==> src/rtl/core/bgd_pkg.sv <==
// Types and constants shared by the button gesture detector.
`default_nettype none
package bgd_pkg;

  typedef enum logic [4:0] {
    PH_IDLE        = 5'b00001,
    PH_PRESSED     = 5'b00010,
    PH_RELEASED    = 5'b00100,
    PH_WAIT_DOUBLE = 5'b01000,
    PH_LONG        = 5'b10000
  } phase_t;

  typedef enum logic [2:0] {
    EV_NONE     = 3'd0,
    EV_SHORT    = 3'd1,
    EV_LONG     = 3'd2,
    EV_LONG_END = 3'd3,
    EV_DOUBLE   = 3'd4
  } event_t;

  typedef enum logic [2:0] {
    REG_DEBOUNCE   = 3'd0,
    REG_LONG_PRESS = 3'd1,
    REG_SHORT_MAX  = 3'd2,
    REG_DOUBLE_MAX = 3'd3,
    REG_HOLD_REP   = 3'd4
  } reg_idx_t;

  typedef struct packed {
    logic [15:0] debounce_ms;
    logic [15:0] long_press_ms;
    logic [15:0] short_press_max_ms;
    logic [15:0] double_click_max_ms;
    logic [15:0] hold_repeat_ms;
  } cfg_t;

  typedef struct packed {
    phase_t      phase;
    logic [31:0] press_start_time;
    logic [31:0] release_time;
    logic [31:0] hold_mark_time;
    logic [1:0]  click_count;
  } btn_state_t;

  localparam int unsigned STATE_W = $bits(btn_state_t);

  localparam btn_state_t STATE_RESET = '{
    phase:            PH_IDLE,
    press_start_time: 32'd0,
    release_time:     32'd0,
    hold_mark_time:   32'd0,
    click_count:      2'd0
  };

endpackage
`default_nettype wire

==> src/rtl/core/bgd_ram.sv <==
// Generic single-write, single-read RAM with registered read data.
`default_nettype none
module bgd_ram #(
  parameter int WIDTH = 8,
  parameter int DEPTH = 4
) (
  input  wire logic                                    clk,
  input  wire logic                                    we,
  input  wire logic [((DEPTH > 1) ? $clog2(DEPTH) : 1)-1:0] waddr,
  input  wire logic [WIDTH-1:0]                        wdata,
  input  wire logic                                    re,
  input  wire logic [((DEPTH > 1) ? $clog2(DEPTH) : 1)-1:0] raddr,
  output logic      [WIDTH-1:0]                        rdata
);

  logic [WIDTH-1:0] mem_r [DEPTH];

  always_ff @(posedge clk) begin
    if (we) begin
      mem_r[waddr] <= wdata;
    end
    if (re) begin
      rdata <= mem_r[raddr];
    end
  end

endmodule
`default_nettype wire

==> src/rtl/core/bgd_cfg.sv <==
// Configuration register file for the gesture timing thresholds.
`default_nettype none
module bgd_cfg
  import bgd_pkg::*;
(
  input  wire logic        clk,
  input  wire logic        rst_n,
  input  wire logic        cfg_valid,
  output logic             cfg_ready,
  input  wire logic [2:0]  cfg_index,
  input  wire logic [15:0] cfg_data,
  output cfg_t             cfg
);

  cfg_t cfg_r;

  assign cfg_ready = 1'b1;
  assign cfg       = cfg_r;

  always_ff @(posedge clk) begin
    if (!rst_n) begin
      cfg_r.debounce_ms         <= 16'd20;
      cfg_r.long_press_ms       <= 16'd1000;
      cfg_r.short_press_max_ms  <= 16'd500;
      cfg_r.double_click_max_ms <= 16'd300;
      cfg_r.hold_repeat_ms      <= 16'd200;
    end else if (cfg_valid) begin
      case (cfg_index)
        REG_DEBOUNCE:   cfg_r.debounce_ms         <= cfg_data;
        REG_LONG_PRESS: cfg_r.long_press_ms       <= cfg_data;
        REG_SHORT_MAX:  cfg_r.short_press_max_ms  <= cfg_data;
        REG_DOUBLE_MAX: cfg_r.double_click_max_ms <= cfg_data;
        REG_HOLD_REP:   cfg_r.hold_repeat_ms      <= cfg_data;
        default: begin
        end
      endcase
    end
  end

endmodule
`default_nettype wire

==> src/rtl/core/bgd_fsm.sv <==
// Per-button gesture state update: next state and event for one poll.
`default_nettype none
module bgd_fsm
  import bgd_pkg::*;
(
  input  wire btn_state_t   cur,
  input  wire cfg_t         cfg,
  input  wire logic         pressed,
  input  wire logic [31:0]  now_ms,
  output btn_state_t        nxt,
  output event_t            ev
);

  logic [31:0] d_press;
  logic [31:0] d_rel;
  logic [31:0] d_hold;
  logic [31:0] d_held;

  assign d_press = now_ms - cur.press_start_time;
  assign d_rel   = now_ms - cur.release_time;
  assign d_hold  = now_ms - cur.hold_mark_time;
  assign d_held  = cur.release_time - cur.press_start_time;

  always_comb begin
    nxt = cur;
    ev  = EV_NONE;
    case (cur.phase)
      PH_PRESSED: begin
        if (!pressed) begin
          if (d_press > {16'd0, cfg.debounce_ms}) begin
            nxt.release_time = now_ms;
            nxt.click_count  = cur.click_count + 2'd1;
            nxt.phase        = PH_RELEASED;
          end else begin
            nxt.phase = PH_IDLE;
          end
        end else if (d_press > {16'd0, cfg.long_press_ms}) begin
          nxt.phase          = PH_LONG;
          nxt.hold_mark_time = now_ms;
          ev                 = EV_LONG;
        end
      end
      PH_RELEASED: begin
        if (d_rel > {16'd0, cfg.debounce_ms}) begin
          if (cur.click_count == 2'd1) begin
            nxt.phase = PH_WAIT_DOUBLE;
          end else if (cur.click_count == 2'd2) begin
            nxt.phase       = PH_IDLE;
            nxt.click_count = 2'd0;
            ev              = EV_DOUBLE;
          end
        end
      end
      PH_WAIT_DOUBLE: begin
        if (pressed) begin
          nxt.press_start_time = now_ms;
          nxt.phase            = PH_PRESSED;
        end else if (d_rel > {16'd0, cfg.double_click_max_ms}) begin
          nxt.phase       = PH_IDLE;
          nxt.click_count = 2'd0;
          if (d_held < {16'd0, cfg.short_press_max_ms}) begin
            ev = EV_SHORT;
          end
        end
      end
      PH_LONG: begin
        if (d_hold > {16'd0, cfg.hold_repeat_ms}) begin
          nxt.hold_mark_time = now_ms;
          ev                 = EV_LONG;
        end
        if (!pressed) begin
          nxt.phase = PH_IDLE;
          ev        = EV_LONG_END;
        end
      end
      default: begin
        if (pressed) begin
          nxt.press_start_time = now_ms;
          nxt.phase            = PH_PRESSED;
        end
      end
    endcase
  end

endmodule
`default_nettype wire

==> src/rtl/core/button_gesture_detector_unit.sv <==
// Top level of the button gesture detector: RAM-held state, read-modify-write pipe.
//
//  channel | dir | beat contents                               | handshake
//  in_     | in  | tdata[1:0] button_index, [2] pin_level,     | tvalid/tready
//          |     | [34:3] now_ms                               |
//  out_    | out | tdata[2:0] event_code                       | tvalid/tready
//  cfg_    | in  | index (3b), data (16b)                      | valid/ready
//
// One beat per cycle while the output is not stalled; each beat yields one result
// (state RAM read on acceptance, then update and write-back). Back-to-back polls of
// the same button are served from a forwarding register of the last write.
// Synchronous reset marks every button entry as reset state through valid
// flops; no clearing pass. A stalled output holds one result while one more
// beat waits in the update stage.
`default_nettype none
module button_gesture_detector_unit
  import bgd_pkg::*;
#(
  parameter int BUTTON_COUNT = 4
) (
  input  wire logic        clk,
  input  wire logic        rst_n,
  input  wire logic        in_tvalid,
  output logic             in_tready,
  input  wire logic [39:0] in_tdata,   // [1:0] button_index, [2] pin_level, [34:3] now_ms
  output logic             out_tvalid,
  input  wire logic        out_tready,
  output logic      [7:0]  out_tdata,  // [2:0] event_code
  input  wire logic        cfg_valid,
  output logic             cfg_ready,
  input  wire logic [2:0]  cfg_index,
  input  wire logic [15:0] cfg_data
);

  localparam int AW = (BUTTON_COUNT > 1) ? $clog2(BUTTON_COUNT) : 1;

  cfg_t cfg;

  logic [1:0]    in_idx;
  logic          in_pin;
  logic [31:0]   in_now;
  logic [AW-1:0] in_addr;
  logic          in_inr;
  logic          accept;

  logic          s1_valid_r;
  logic [AW-1:0] s1_addr_r;
  logic          s1_inr_r;
  logic          s1_pressed_r;
  logic [31:0]   s1_now_r;
  logic          s1_vld_r;
  logic          advance;

  logic [BUTTON_COUNT-1:0] vld_r;
  logic                    fwd_valid_r;
  logic [AW-1:0]           fwd_addr_r;
  btn_state_t              fwd_data_r;

  logic [STATE_W-1:0] ram_rdata;
  btn_state_t         cur_state;
  btn_state_t         nxt_state;
  event_t             ev;
  logic               we;

  logic   out_valid_r;
  event_t out_ev_r;

  assign in_idx  = in_tdata[1:0];
  assign in_pin  = in_tdata[2];
  assign in_now  = in_tdata[34:3];
  assign in_addr = AW'(in_idx);
  assign in_inr  = (32'(in_idx) < BUTTON_COUNT);

  assign advance   = s1_valid_r && (!out_valid_r || out_tready);
  assign in_tready = !s1_valid_r || advance;
  assign accept    = in_tvalid && in_tready;
  assign we        = advance && s1_inr_r;

  bgd_cfg u_cfg (
    .clk       (clk),
    .rst_n     (rst_n),
    .cfg_valid (cfg_valid),
    .cfg_ready (cfg_ready),
    .cfg_index (cfg_index),
    .cfg_data  (cfg_data),
    .cfg       (cfg)
  );

  bgd_ram #(
    .WIDTH (STATE_W),
    .DEPTH (BUTTON_COUNT)
  ) u_state_ram (
    .clk   (clk),
    .we    (we),
    .waddr (s1_addr_r),
    .wdata (nxt_state),
    .re    (accept && in_inr),
    .raddr (in_addr),
    .rdata (ram_rdata)
  );

  always_comb begin
    if (fwd_valid_r && (fwd_addr_r == s1_addr_r)) begin
      cur_state = fwd_data_r;
    end else if (s1_vld_r) begin
      cur_state = btn_state_t'(ram_rdata);
    end else begin
      cur_state = STATE_RESET;
    end
  end

  bgd_fsm u_fsm (
    .cur     (cur_state),
    .cfg     (cfg),
    .pressed (!s1_pressed_r),
    .now_ms  (s1_now_r),
    .nxt     (nxt_state),
    .ev      (ev)
  );

  // s1_pressed_r carries the raw pin level; the FSM takes it inverted
  always_ff @(posedge clk) begin
    if (!rst_n) begin
      s1_valid_r <= 1'b0;
    end else if (accept) begin
      s1_valid_r <= 1'b1;
    end else if (advance) begin
      s1_valid_r <= 1'b0;
    end
  end

  always_ff @(posedge clk) begin
    if (accept) begin
      s1_addr_r    <= in_addr;
      s1_inr_r     <= in_inr;
      s1_pressed_r <= in_pin;
      s1_now_r     <= in_now;
      s1_vld_r     <= in_inr && vld_r[in_addr];
    end
  end

  always_ff @(posedge clk) begin
    if (!rst_n) begin
      vld_r       <= '0;
      fwd_valid_r <= 1'b0;
    end else if (we) begin
      vld_r[s1_addr_r] <= 1'b1;
      fwd_valid_r      <= 1'b1;
    end
  end

  always_ff @(posedge clk) begin
    if (we) begin
      fwd_addr_r <= s1_addr_r;
      fwd_data_r <= nxt_state;
    end
  end

  always_ff @(posedge clk) begin
    if (!rst_n) begin
      out_valid_r <= 1'b0;
    end else if (advance) begin
      out_valid_r <= 1'b1;
    end else if (out_tready) begin
      out_valid_r <= 1'b0;
    end
  end

  always_ff @(posedge clk) begin
    if (advance) begin
      out_ev_r <= s1_inr_r ? ev : EV_NONE;
    end
  end

  assign out_tvalid = out_valid_r;
  assign out_tdata  = {5'd0, out_ev_r};

endmodule
`default_nettype wire

==> config.mk <==
export PLATFORM = sky130hd
export DESIGN_NAME = button_gesture_detector_unit
export DESIGN_NICKNAME = d
export VERILOG_FILES = /design/src/rtl/core/bgd_pkg.sv /design/src/rtl/core/bgd_ram.sv /design/src/rtl/core/bgd_cfg.sv /design/src/rtl/core/bgd_fsm.sv /design/src/rtl/core/button_gesture_detector_unit.sv
export SDC_FILE = /design/constraint.sdc
export NUM_CORES = 1
export LEC_CHECK = 0
export ABC_AREA = 1
export BUFFER_PORTS_ARGS = -buffer_cell sky130_fd_sc_hd__buf_2
export CAP_MARGIN = 20
export CELL_PAD_IN_SITES_DETAIL_PLACEMENT = 1
export CELL_PAD_IN_SITES_GLOBAL_PLACEMENT = 2
export CORE_AREA = 2 2 326 328
export CTS_CLUSTER_DIAMETER = 80
export DETAILED_ROUTE_END_ITERATION = 6
export DIE_AREA = 0 0 328 330
export GPL_TIMING_DRIVEN = 0
export PLACE_DENSITY_LB_ADDON = 0.1
export SYNTH_ARGS = -nofsm -noshare
export SYNTH_HDL_FRONTEND = slang
export SYNTH_SLANG_ARGS = --single-unit
==> constraint.sdc <==
create_clock -name clk -period 11.3 [get_ports clk]
set_clock_uncertainty 0.15 [all_clocks]
set_input_delay 0.565 -clock clk [delete_from_list [all_inputs] [get_ports clk]]
set_output_delay 0.565 -clock clk [all_outputs]
set_load 0.02 [all_outputs]
* Word-level counts from Yosys, hierarchy flattened
Memory sizes are Yosys's and may differ from the RTL's. A register that Yosys moved wholly into a read port is not among the register bits. Cells that the tools add are included.
Storage, ports and cells: output and inout bits 11, input port bits 64, bits in registers 231, memories 1, word-level logic and storage cells 115, memory bits (writable) 412
Memory list:
- u_state_ram.mem_r | words 4, bits a word 103, rd ports 1, clocked after memory_dff 1, wr ports 1, RTL line bgd_ram.sv:16 | logic [WIDTH-1:0] mem_r [DEPTH];
Operators by class: mux-type cells 51, equal/unequal tests 11, add/subtract/negate cells 5, bitwise gates (word level) 1, magnitude comparators 9, reduce and logical (&&, ||, !) cells 17
Operators with widths (number):
- $mux 32 | 7
- $mux 103 | 2
- $gt 32x16->1 | 5
- $pmux 32 s2 | 2
- $sub 32x32->32 | 4
- $mux 5 | 8
- $mux 37 | 1
- $lt 32x16->1 | 1
- $mux 2 | 10
- $pmux 5 s4 | 1
- $mux 3 | 6
- $pmux 3 s4 | 1
- $mux 1 | 10
- $reduce_and 2->1 | 5
- $eq 3x2->1 const B | 2
- $lt 2x3->1 const B | 2
- $pmux 2 s3 | 1
- $eq 5x2->1 const B | 1
- $eq 5x3->1 const B | 1
- $eq 5x4->1 const B | 1
- $eq 5x5->1 const B | 1
- $logic_and 1x1->1 | 4
- $or 4x4->4 | 1
- $reduce_bool 2->1 | 2
- 13 further kinds | 15

* Longest topological paths before layout
Gate-level depths: netlist of run 1.
depth in word-level cells 9, depth in mapped cells 39, depth with buffers taken out 34

* Modules after synthesis
From an unflattened synthesis of run 1, not the netlist that was laid out.
Second synthesis, totals: cells, all modules 5598, area total of the unflattened synthesis 44291.2 µm²
Modules (own cells, without submodules):
- bgd_ram | cells each 1725, times used 1, area each 20409.6 µm², sequential area each 15464.8 µm²
- bgd_fsm | cells each 2664, times used 1, area each 13640.6 µm², sequential area each 0.0 µm²
- button_gesture_detector_unit | cells each 760, times used 1, area each 7023.0 µm², sequential area each 4464.3 µm²
- bgd_cfg | cells each 449, times used 1, area each 3218.1 µm², sequential area each 1601.5 µm²

* Worst setup path after synthesis of run 1
OpenSTA, ideal clock, no wires.
kind input port to flip-flop, start in out_tready, end mem u_state_ram.mem_r[3][0] in the netlist's numbering (enable), arrival time 7.819 ns, stages 4, setup time 0.694 ns, setup slack 2.638 ns, required time 10.456 ns, path buffers 0, cell sequence inv_1 > nand2_1 > nand2_1 > nor3_1
On the way: word-level cells in the longest chain between the ends 4
Ends and longest elaborated chain:
- start: declaration | RTL line button_gesture_detector_unit.sv:27 | input wire logic out_tready,
- $logic_or 1x1->1 | RTL line button_gesture_detector_unit.sv:74 | assign advance = s1_valid_r && (!out_valid_r || out_tready);
- $logic_and 1x1->1 | RTL line button_gesture_detector_unit.sv:74
- $mux 1 | RTL line bgd_ram.sv:19 | if (we) begin
- $mux 1 (not written as such) | RTL line bgd_ram.sv:20 | mem_r[waddr] <= wdata;
- end: declaration | RTL line bgd_ram.sv:16
No other way between the ends.

==> flow_summary.ini, run 1 <==
[critical_path]
ff2ff_setup_slack_ns = 2.64
timing.critical_path.to_type = register
cp_max_fo = 10
worst-setup-path-type = register to register
required_time_of_the_critical_path_ns = 11.48
worst_path_largest_cell_delay_ns = 0.77
startpoint_class_of_the_critical_path = register
cpMostUsedCell = sky130_fd_sc_hd__o21ai_0
cell_type_of_the_slowest_stage_on_the_worst_timing_path = sky130_fd_sc_hd__clkbuf_1
worst_ep_arrival_time_ns = 8.84

[placed_design]
placed_cells = 6259
portBuffers = 63
place_area_um2 = 44300
place.gp.congestion = 0.972
dp.final_hpwl_mm = 140

[clock_tree]
cts_hold_buf = 33
ctsLongestPathBuffers = 3
cts.sinks = 746
cts_tree = done
postCtsSetupRepairBufs = 0
htreeDepth = 3
worst_skew_pair.late_latency_ns = 0.68
cts.reportedPaths.clkPinSlew_ns = 0.06
cts_buffers = 83
postCtsResizedCells = 0
clock_tree.root_cell = sky130_fd_sc_hd__clkbuf_16

[global_routing]
grt_util_all_layers = 0.323
grt_start_max_net_pins = 84
wire_length_of_the_first_global_routing_pass_mm = 251
globalRoute.totalOverflow = 0
antenna_found_initial = 6
first_global_vias = 36200

[synth]
syn_inst = 4741
netlist_area_before_placement_um2 = 41500
seq_area_frac_synth = 0.519
synth_edf_count = 659
synth-async-reset-ratio = 0
postSynthRegisterBits = 746
synth_cell_types = 59
dominantRegCellSynth = sky130_fd_sc_hd__edfxtp_1
number_of_warnings_issued_by_yosys = 0
synthesis.area_per_instance_um2 = 8.75

[pwr]
comb_power_share = 0.225
internal_dissipation_mw = 5.14
power.density_nw_per_um2 = 160
p_clk_frac = 0.350
sw_frac_of_total = 0.321
net-switching-power_mw = 2.44
p_leak_nw = 19.4
seqPwrFrac = 0.426
worst_ir_drop_vdd_mv = 0.167
power_mw = 7.58

[sta]
final_hold_viol_count = 0
fin_crit_ns = 8.66
setup-tns-final_ns = 0
unrepaired_setup_endpoints_after_global_routing = no
worstMarginPinSlew_ns = 1.20
finalSetupViolations = 0
final_worst_path_period_share = 0.767
slew_headroom = 0.196
slew_viol_final = 0
max_freq_ghz = 0.115
final.hold.worst_slack_ns = 0.0321

[detailed_routing]
drt-wirelength-per-cell_um = 27.3
postRouteWirelength_mm = 176
vias_per_cell = 5.57
drt.antenna.violating_nets = 0
detailroute.via_count = 35900
drt-pass1-iter-count = 6
drt_iter0_drc = 3081
route.detailed.drc = 0

[cells_and_area]
num_antenna_cells = 0
layoutNonFillerInstCount = 6444
final_nets = 5244
post_route_design_area_um2 = 47300
layout.cells.most_common = sky130_fd_sc_hd__nand2_1
most-common-layout-cells = 1027 x sky130_fd_sc_hd__nand2_1, 659 x sky130_fd_sc_hd__edfxtp_1, 539 x sky130_fd_sc_hd__inv_1
n_fill_cell = 12300
areaGrowthSynthToFinish_pct = 14.0
final_layout_size_suffix_gt1_frac = 0.0762

[worst_hold_path]
worstHoldPathType = primary input to register

[run]
cap_viol_max_count = 0

[floorplanning]
die_x_um = 328
core_area_um2 = 105000
die_h_um = 330
rows = 119
fp.dieArea_um2 = 108000
io-pin-count = 75
initial_core_util = 0.396

[run_status]
outcome = complete, no violations
[power by group through the flow]
stage                     logic (mW)  registers (mW)  clock network (mW)
after detailed placement        1.67            3.28                   0
after global placement          1.61            3.30                   0
after floorplan                 1.04            3.25                   0
after CTS                       1.69            3.23                2.67
after global routing            1.88            3.23                2.78
final                           1.70            3.23                2.65
[cells in the mapped netlist, drive strengths merged (13+ instances only)]
library cell	n	area [um^2]
ha	193	2410
inv	557	2090
o22ai	112	701
dfxtp	87	1740
o21ai	521	2610
nor3	39	210
clkbuf	121	454
edfxtp	659	19800
a21oi	242	1220
nand4	48	300
buf	52	358
o21bai	18	135
nand3	301	1640
nand2	1056	4040
nor2	498	1920
o211ai	31	233
xnor2	14	123
o21a	13	97.6
nand3b	13	97.6
xor2	62	543
o31ai	19	143
[layout make-up]
type                       instances  area [um^2]  area share
sequential                       746        21500       0.455
multi-input combinational       3266        17100       0.362
clock buffer                     104         2220      0.0469
inverter                         560         2110      0.0447
tap                             1391         1740      0.0368
timing repair buffer             156         1340      0.0283
buffer                           173          812      0.0172
clock inverter                    48          437     0.00923
[per-stage QoR]
step / util / worst slack [ns]
after floorplan: - / 2.64
after global placement: 0.416 / -4.89
after detailed placement: 0.423 / 2.64
after CTS: 0.452 / 2.62
after global routing: 0.452 / 2.11
final: 0.452 / 2.64
[metal layers]
metal	global-route usage	vias up	share of wire
li1	-	16700	-
met1	0.407	17800	0.42
met2	0.550	1035	0.48
met3	0.0456	330	0.054
met4	0.151	0	0.053
met5	0	-	0
[kinds of logic (layout without fill, tap and decap cells)]
logic type      after synthesis  in the layout  share of synthesized area
compound gates             1018           1018                      0.135
other cells                   2              6                   0.000181
simple gates               1971           1971                      0.200
fa+ha+maj                   194            194                     0.0587
flops                       746            746                      0.519
mux                           1              1                   0.000241
xor+xnor                     76             76                     0.0160
buf+inv                     733           1041                     0.0702
[worst max-delay path: cells and delay by family, from the launching register on]
kind                     cells  cell delay, ns
AND/OR/NAND/NOR             11            2.32
flip-flops                   1            0.53
adder cells (fa/ha/maj)      2            0.78
XOR/XNOR                     1            0.24
buffers and inverters        8            2.39
AO/OA/AOI/OAI                8            1.85
[registers in the layout, indices dropped and copies added, names as in the netlist]
name / count
fwd_addr_r: 2
fwd_data_r: 103
fwd_valid_r: 1
out_ev_r: 3
out_tvalid: 1
s1_addr_r: 2
s1_now_r: 32
s1_pressed_r: 1
s1_valid_r: 1
s1_vld_r: 1
u_cfg.cfg: 80
u_state_ram.mem_r: 412
u_state_ram.rdata: 103
vld_r: 4
[path summary, 6_finish.rpt]
path                              end  cells past startpoint    startpoint
max          u_state_ram.mem_r[0][32]                     30  s1_addr_r[0]
min                        out_tvalid                      4    out_tready
max reg2reg  u_state_ram.mem_r[0][32]                     30  s1_addr_r[0]
min reg2reg                  vld_r[2]                      2      vld_r[2]
Note: power is estimated with default switching activity, not from simulation.
==> inputs of run 2 (changes only) <==
--- a/config.mk
+++ b/config.mk
@@ -5,15 +5,15 @@
 export SDC_FILE = /design/constraint.sdc
 export NUM_CORES = 1
 export LEC_CHECK = 0
-export ABC_AREA = 1
+export ABC_AREA = 0
 export BUFFER_PORTS_ARGS = -buffer_cell sky130_fd_sc_hd__buf_2
 export CAP_MARGIN = 20
 export CELL_PAD_IN_SITES_DETAIL_PLACEMENT = 1
 export CELL_PAD_IN_SITES_GLOBAL_PLACEMENT = 2
-export CORE_AREA = 2 2 326 328
+export CORE_AREA = 2 2 320 322
 export CTS_CLUSTER_DIAMETER = 80
 export DETAILED_ROUTE_END_ITERATION = 6
-export DIE_AREA = 0 0 328 330
+export DIE_AREA = 0 0 322 324
 export GPL_TIMING_DRIVEN = 0
 export PLACE_DENSITY_LB_ADDON = 0.1
 export SYNTH_ARGS = -nofsm -noshare
==> constraint.sdc (replaced) <==
create_clock -name clk -period 7.1 [get_ports clk]
set_clock_uncertainty 0.15 [all_clocks]
set_input_delay 0.355 -clock clk [delete_from_list [all_inputs] [get_ports clk]]
set_output_delay 0.355 -clock clk [all_outputs]
set_load 0.02 [all_outputs]
==> flow_summary.ini, run 2 <==
[run_status]
outcome = finished, violations left
failed_checks = setup timing

[cells_and_area]
largest_register_ff_count = 412
final_nets = 3992
most-common-layout-cells = 659 x sky130_fd_sc_hd__edfxtp_1, 325 x sky130_fd_sc_hd__nand2_1, 189 x sky130_fd_sc_hd__inv_1
num_antenna_cells = 0
layout.cells.most_common = sky130_fd_sc_hd__edfxtp_1
register_name_with_the_most_flops = u_state_ram.mem_r
areaGrowthSynthToFinish_pct = 23.7
largest_registers = u_state_ram.mem_r x412, fwd_data_r x103, u_state_ram.rdata x103
final_layout_size_suffix_gt1_frac = 0.208

[detailed_routing]
drt-pass1-iter-count = 6
drt.antenna.violating_nets = 0
drt-wirelength-per-cell_um = 29.9
detailroute.via_count = 30100
vias_per_cell = 5.89
drt_iter0_drc = 2607
postRouteWirelength_mm = 153
route.detailed.drc = 0

[clock_tree]
worst_skew_pair.late_latency_ns = 0.66
clock_tree.root_cell = sky130_fd_sc_hd__clkbuf_16
cts_tree = done
cts.reportedPaths.clkPinSlew_ns = 0.06
htreeDepth = 3
cts.sinks = 746
ctsLongestPathBuffers = 3
cts_buffers = 84

[synth]
synth_top_cells_by_count = 659 x sky130_fd_sc_hd__edfxtp_1, 332 x sky130_fd_sc_hd__nand2_1, 226 x sky130_fd_sc_hd__a21oi_1
postSynthRegisterBits = 746
netlist_area_before_placement_um2 = 40000
dominantRegCellSynth = sky130_fd_sc_hd__edfxtp_1
synth_cell_types = 98
yosysTopAreaCell = sky130_fd_sc_hd__edfxtp_1
post_synth_main_area_contributors = sky130_fd_sc_hd__edfxtp_1 50%, sky130_fd_sc_hd__ha_1 6.0%, sky130_fd_sc_hd__mux4_2 5.9%, sky130_fd_sc_hd__dfxtp_1 4.4%, sky130_fd_sc_hd__nand2_1 3.1%
synthMostInstantiatedCell = sky130_fd_sc_hd__edfxtp_1
seq_area_frac_synth = 0.539
synth-async-reset-ratio = 0
syn_inst = 3388
synth_edf_count = 659
number_of_warnings_issued_by_yosys = 0
synthesis.area_per_instance_um2 = 11.8
netlist.area_leader.share = 0.495

[critical_path]
cpMostUsedCell = sky130_fd_sc_hd__buf_12
timing.critical_path.to_type = register
worst_path_largest_cell_delay_ns = 0.45
worst_ep_arrival_time_ns = 7.73
cp_max_fo = 7
required_time_of_the_critical_path_ns = 7.34
startpoint_class_of_the_critical_path = register
worst-setup-path-type = register to register
cell_type_of_the_slowest_stage_on_the_worst_timing_path = sky130_fd_sc_hd__edfxtp_1

[floorplanning]
rows = 117
die_h_um = 324
io-pin-count = 75
initial_core_util = 0.396
core_area_um2 = 101000
die_x_um = 322
fp.dieArea_um2 = 104000

[pwr]
worst_ir_drop_vdd_mv = 0.231
power_mw = 12.2
p_leak_nw = 17.8
power.density_nw_per_um2 = 246

[global_routing]
wire_length_of_the_first_global_routing_pass_mm = 219
antenna_found_initial = 13
grt_start_max_net_pins = 55
first_global_vias = 31200
globalRoute.totalOverflow = 0
grt_util_all_layers = 0.293

[sta]
final_hold_viol_count = 0
max_freq_ghz = 0.133
post-route-worst-setup-slack_ns = -0.397
slew_headroom = 0.204
unrepaired_setup_endpoints_after_global_routing = yes
fin_crit_ns = 7.50
worstMarginPinSlew_ns = 1.19
finalSetupViolations = 335
final.hold.worst_slack_ns = 0.0422
slew_viol_final = 0
final_worst_path_period_share = 1.06

[placed_design]
place.gp.congestion = 0.938
dp.final_hpwl_mm = 115
place_ws_ns = -6.59
portBuffers = 62

[worst_hold_path]
worstHoldPathType = primary input to register

[run]
cap_viol_max_count = 0
-- run 2: area by class of cell --
cell class | count | area (um^2)
multi-input combinational | 2290 | 19100
inverter | 192 | 723
tap | 1309 | 1640
sequential | 746 | 21500
buffer | 147 | 1150
fill | 10300 | 51600
timing repair buffer | 273 | 2540
clock inverter | 47 | 492
clock buffer | 101 | 2250
-- run 2: worst paths after layout --
path	slack, ns	startpoint	to	cells past startpoint
setup / recovery	-0.40	s1_addr_r[0]	u_state_ram.mem_r[2][2]	36
setup reg to reg	-0.40	s1_addr_r[0]	u_state_ram.mem_r[2][2]	36
hold / removal	0.04	cfg_valid	u_cfg.cfg[1]	4
hold reg to reg	0.32	vld_r[2]	vld_r[2]	1
-- run 2: stage by stage --
step / instances / utilization / TNS [ns] / cell area [um^2]
finish: 5105 / 0.489 / -58.79 / 49400
floorplan: 3392 / - / -1.57 / 40100
CTS: 5076 / 0.480 / -103.35 / 48500
detailed placement: 4794 / 0.422 / -2216.58 / 42600
global route: 5105 / 0.489 / -129.18 / 49400
global placement: 4763 / 0.416 / -3725.86 / 42000
-- run 2: routing by layer --
| metal | GRT usage | share of wire |
|---|---|---|
| met1 | 0.413 | 0.45 |
| met2 | 0.478 | 0.46 |
| met3 | 0.0338 | 0.053 |
| met4 | 0.0827 | 0.030 |
| met5 | 0 | 0.000079 |
-- run 2: worst max-delay path: cells and delay by family, from the launching register on --
kind,cells,cell delay (ns)
AOI/OAI and AO/OA,15,2.53
xor gates and xnor gates,2,0.45
muxes,1,0.34
buffers and inverters,10,1.63
and+or+nand+nor,6,1.08
adders and majority gates,2,0.50
DFF,1,0.45
-- run 2: logic make-up after synthesis --
group | count (synthesis) | share of synthesized area
buffers and inverters | 356 | 0.0359
other | 2 | 0.000188
AND/OR/NAND/NOR | 939 | 0.115
adder cells (fa/ha/maj) | 216 | 0.0665
flip-flops | 746 | 0.539
XOR/XNOR | 115 | 0.0256
AO/OA/AOI/OAI | 825 | 0.138
multiplexers | 189 | 0.0801
-- run 2: repair_timing --
item | 4_1_cts | 5_1_grt
hold endpoints to repair | 117 | 0
cloned | 3 | 3
setup buffers | 76 | 41
hold buffers | 59 | 0
pin swaps | 61 | 86
resized for setup | 355 | 144
endpoints found under the setup margin | 518 | 358
-- run 2: where the power goes --
group | total [mW] | internal [mW] | switching (mW)
Clock | 4.37 | 2.53 | 1.83
Combinational | 2.70 | 1.03 | 1.67
Sequential | 5.09 | 4.99 | 0.105
Total | 12.2 | 8.55 | 3.61
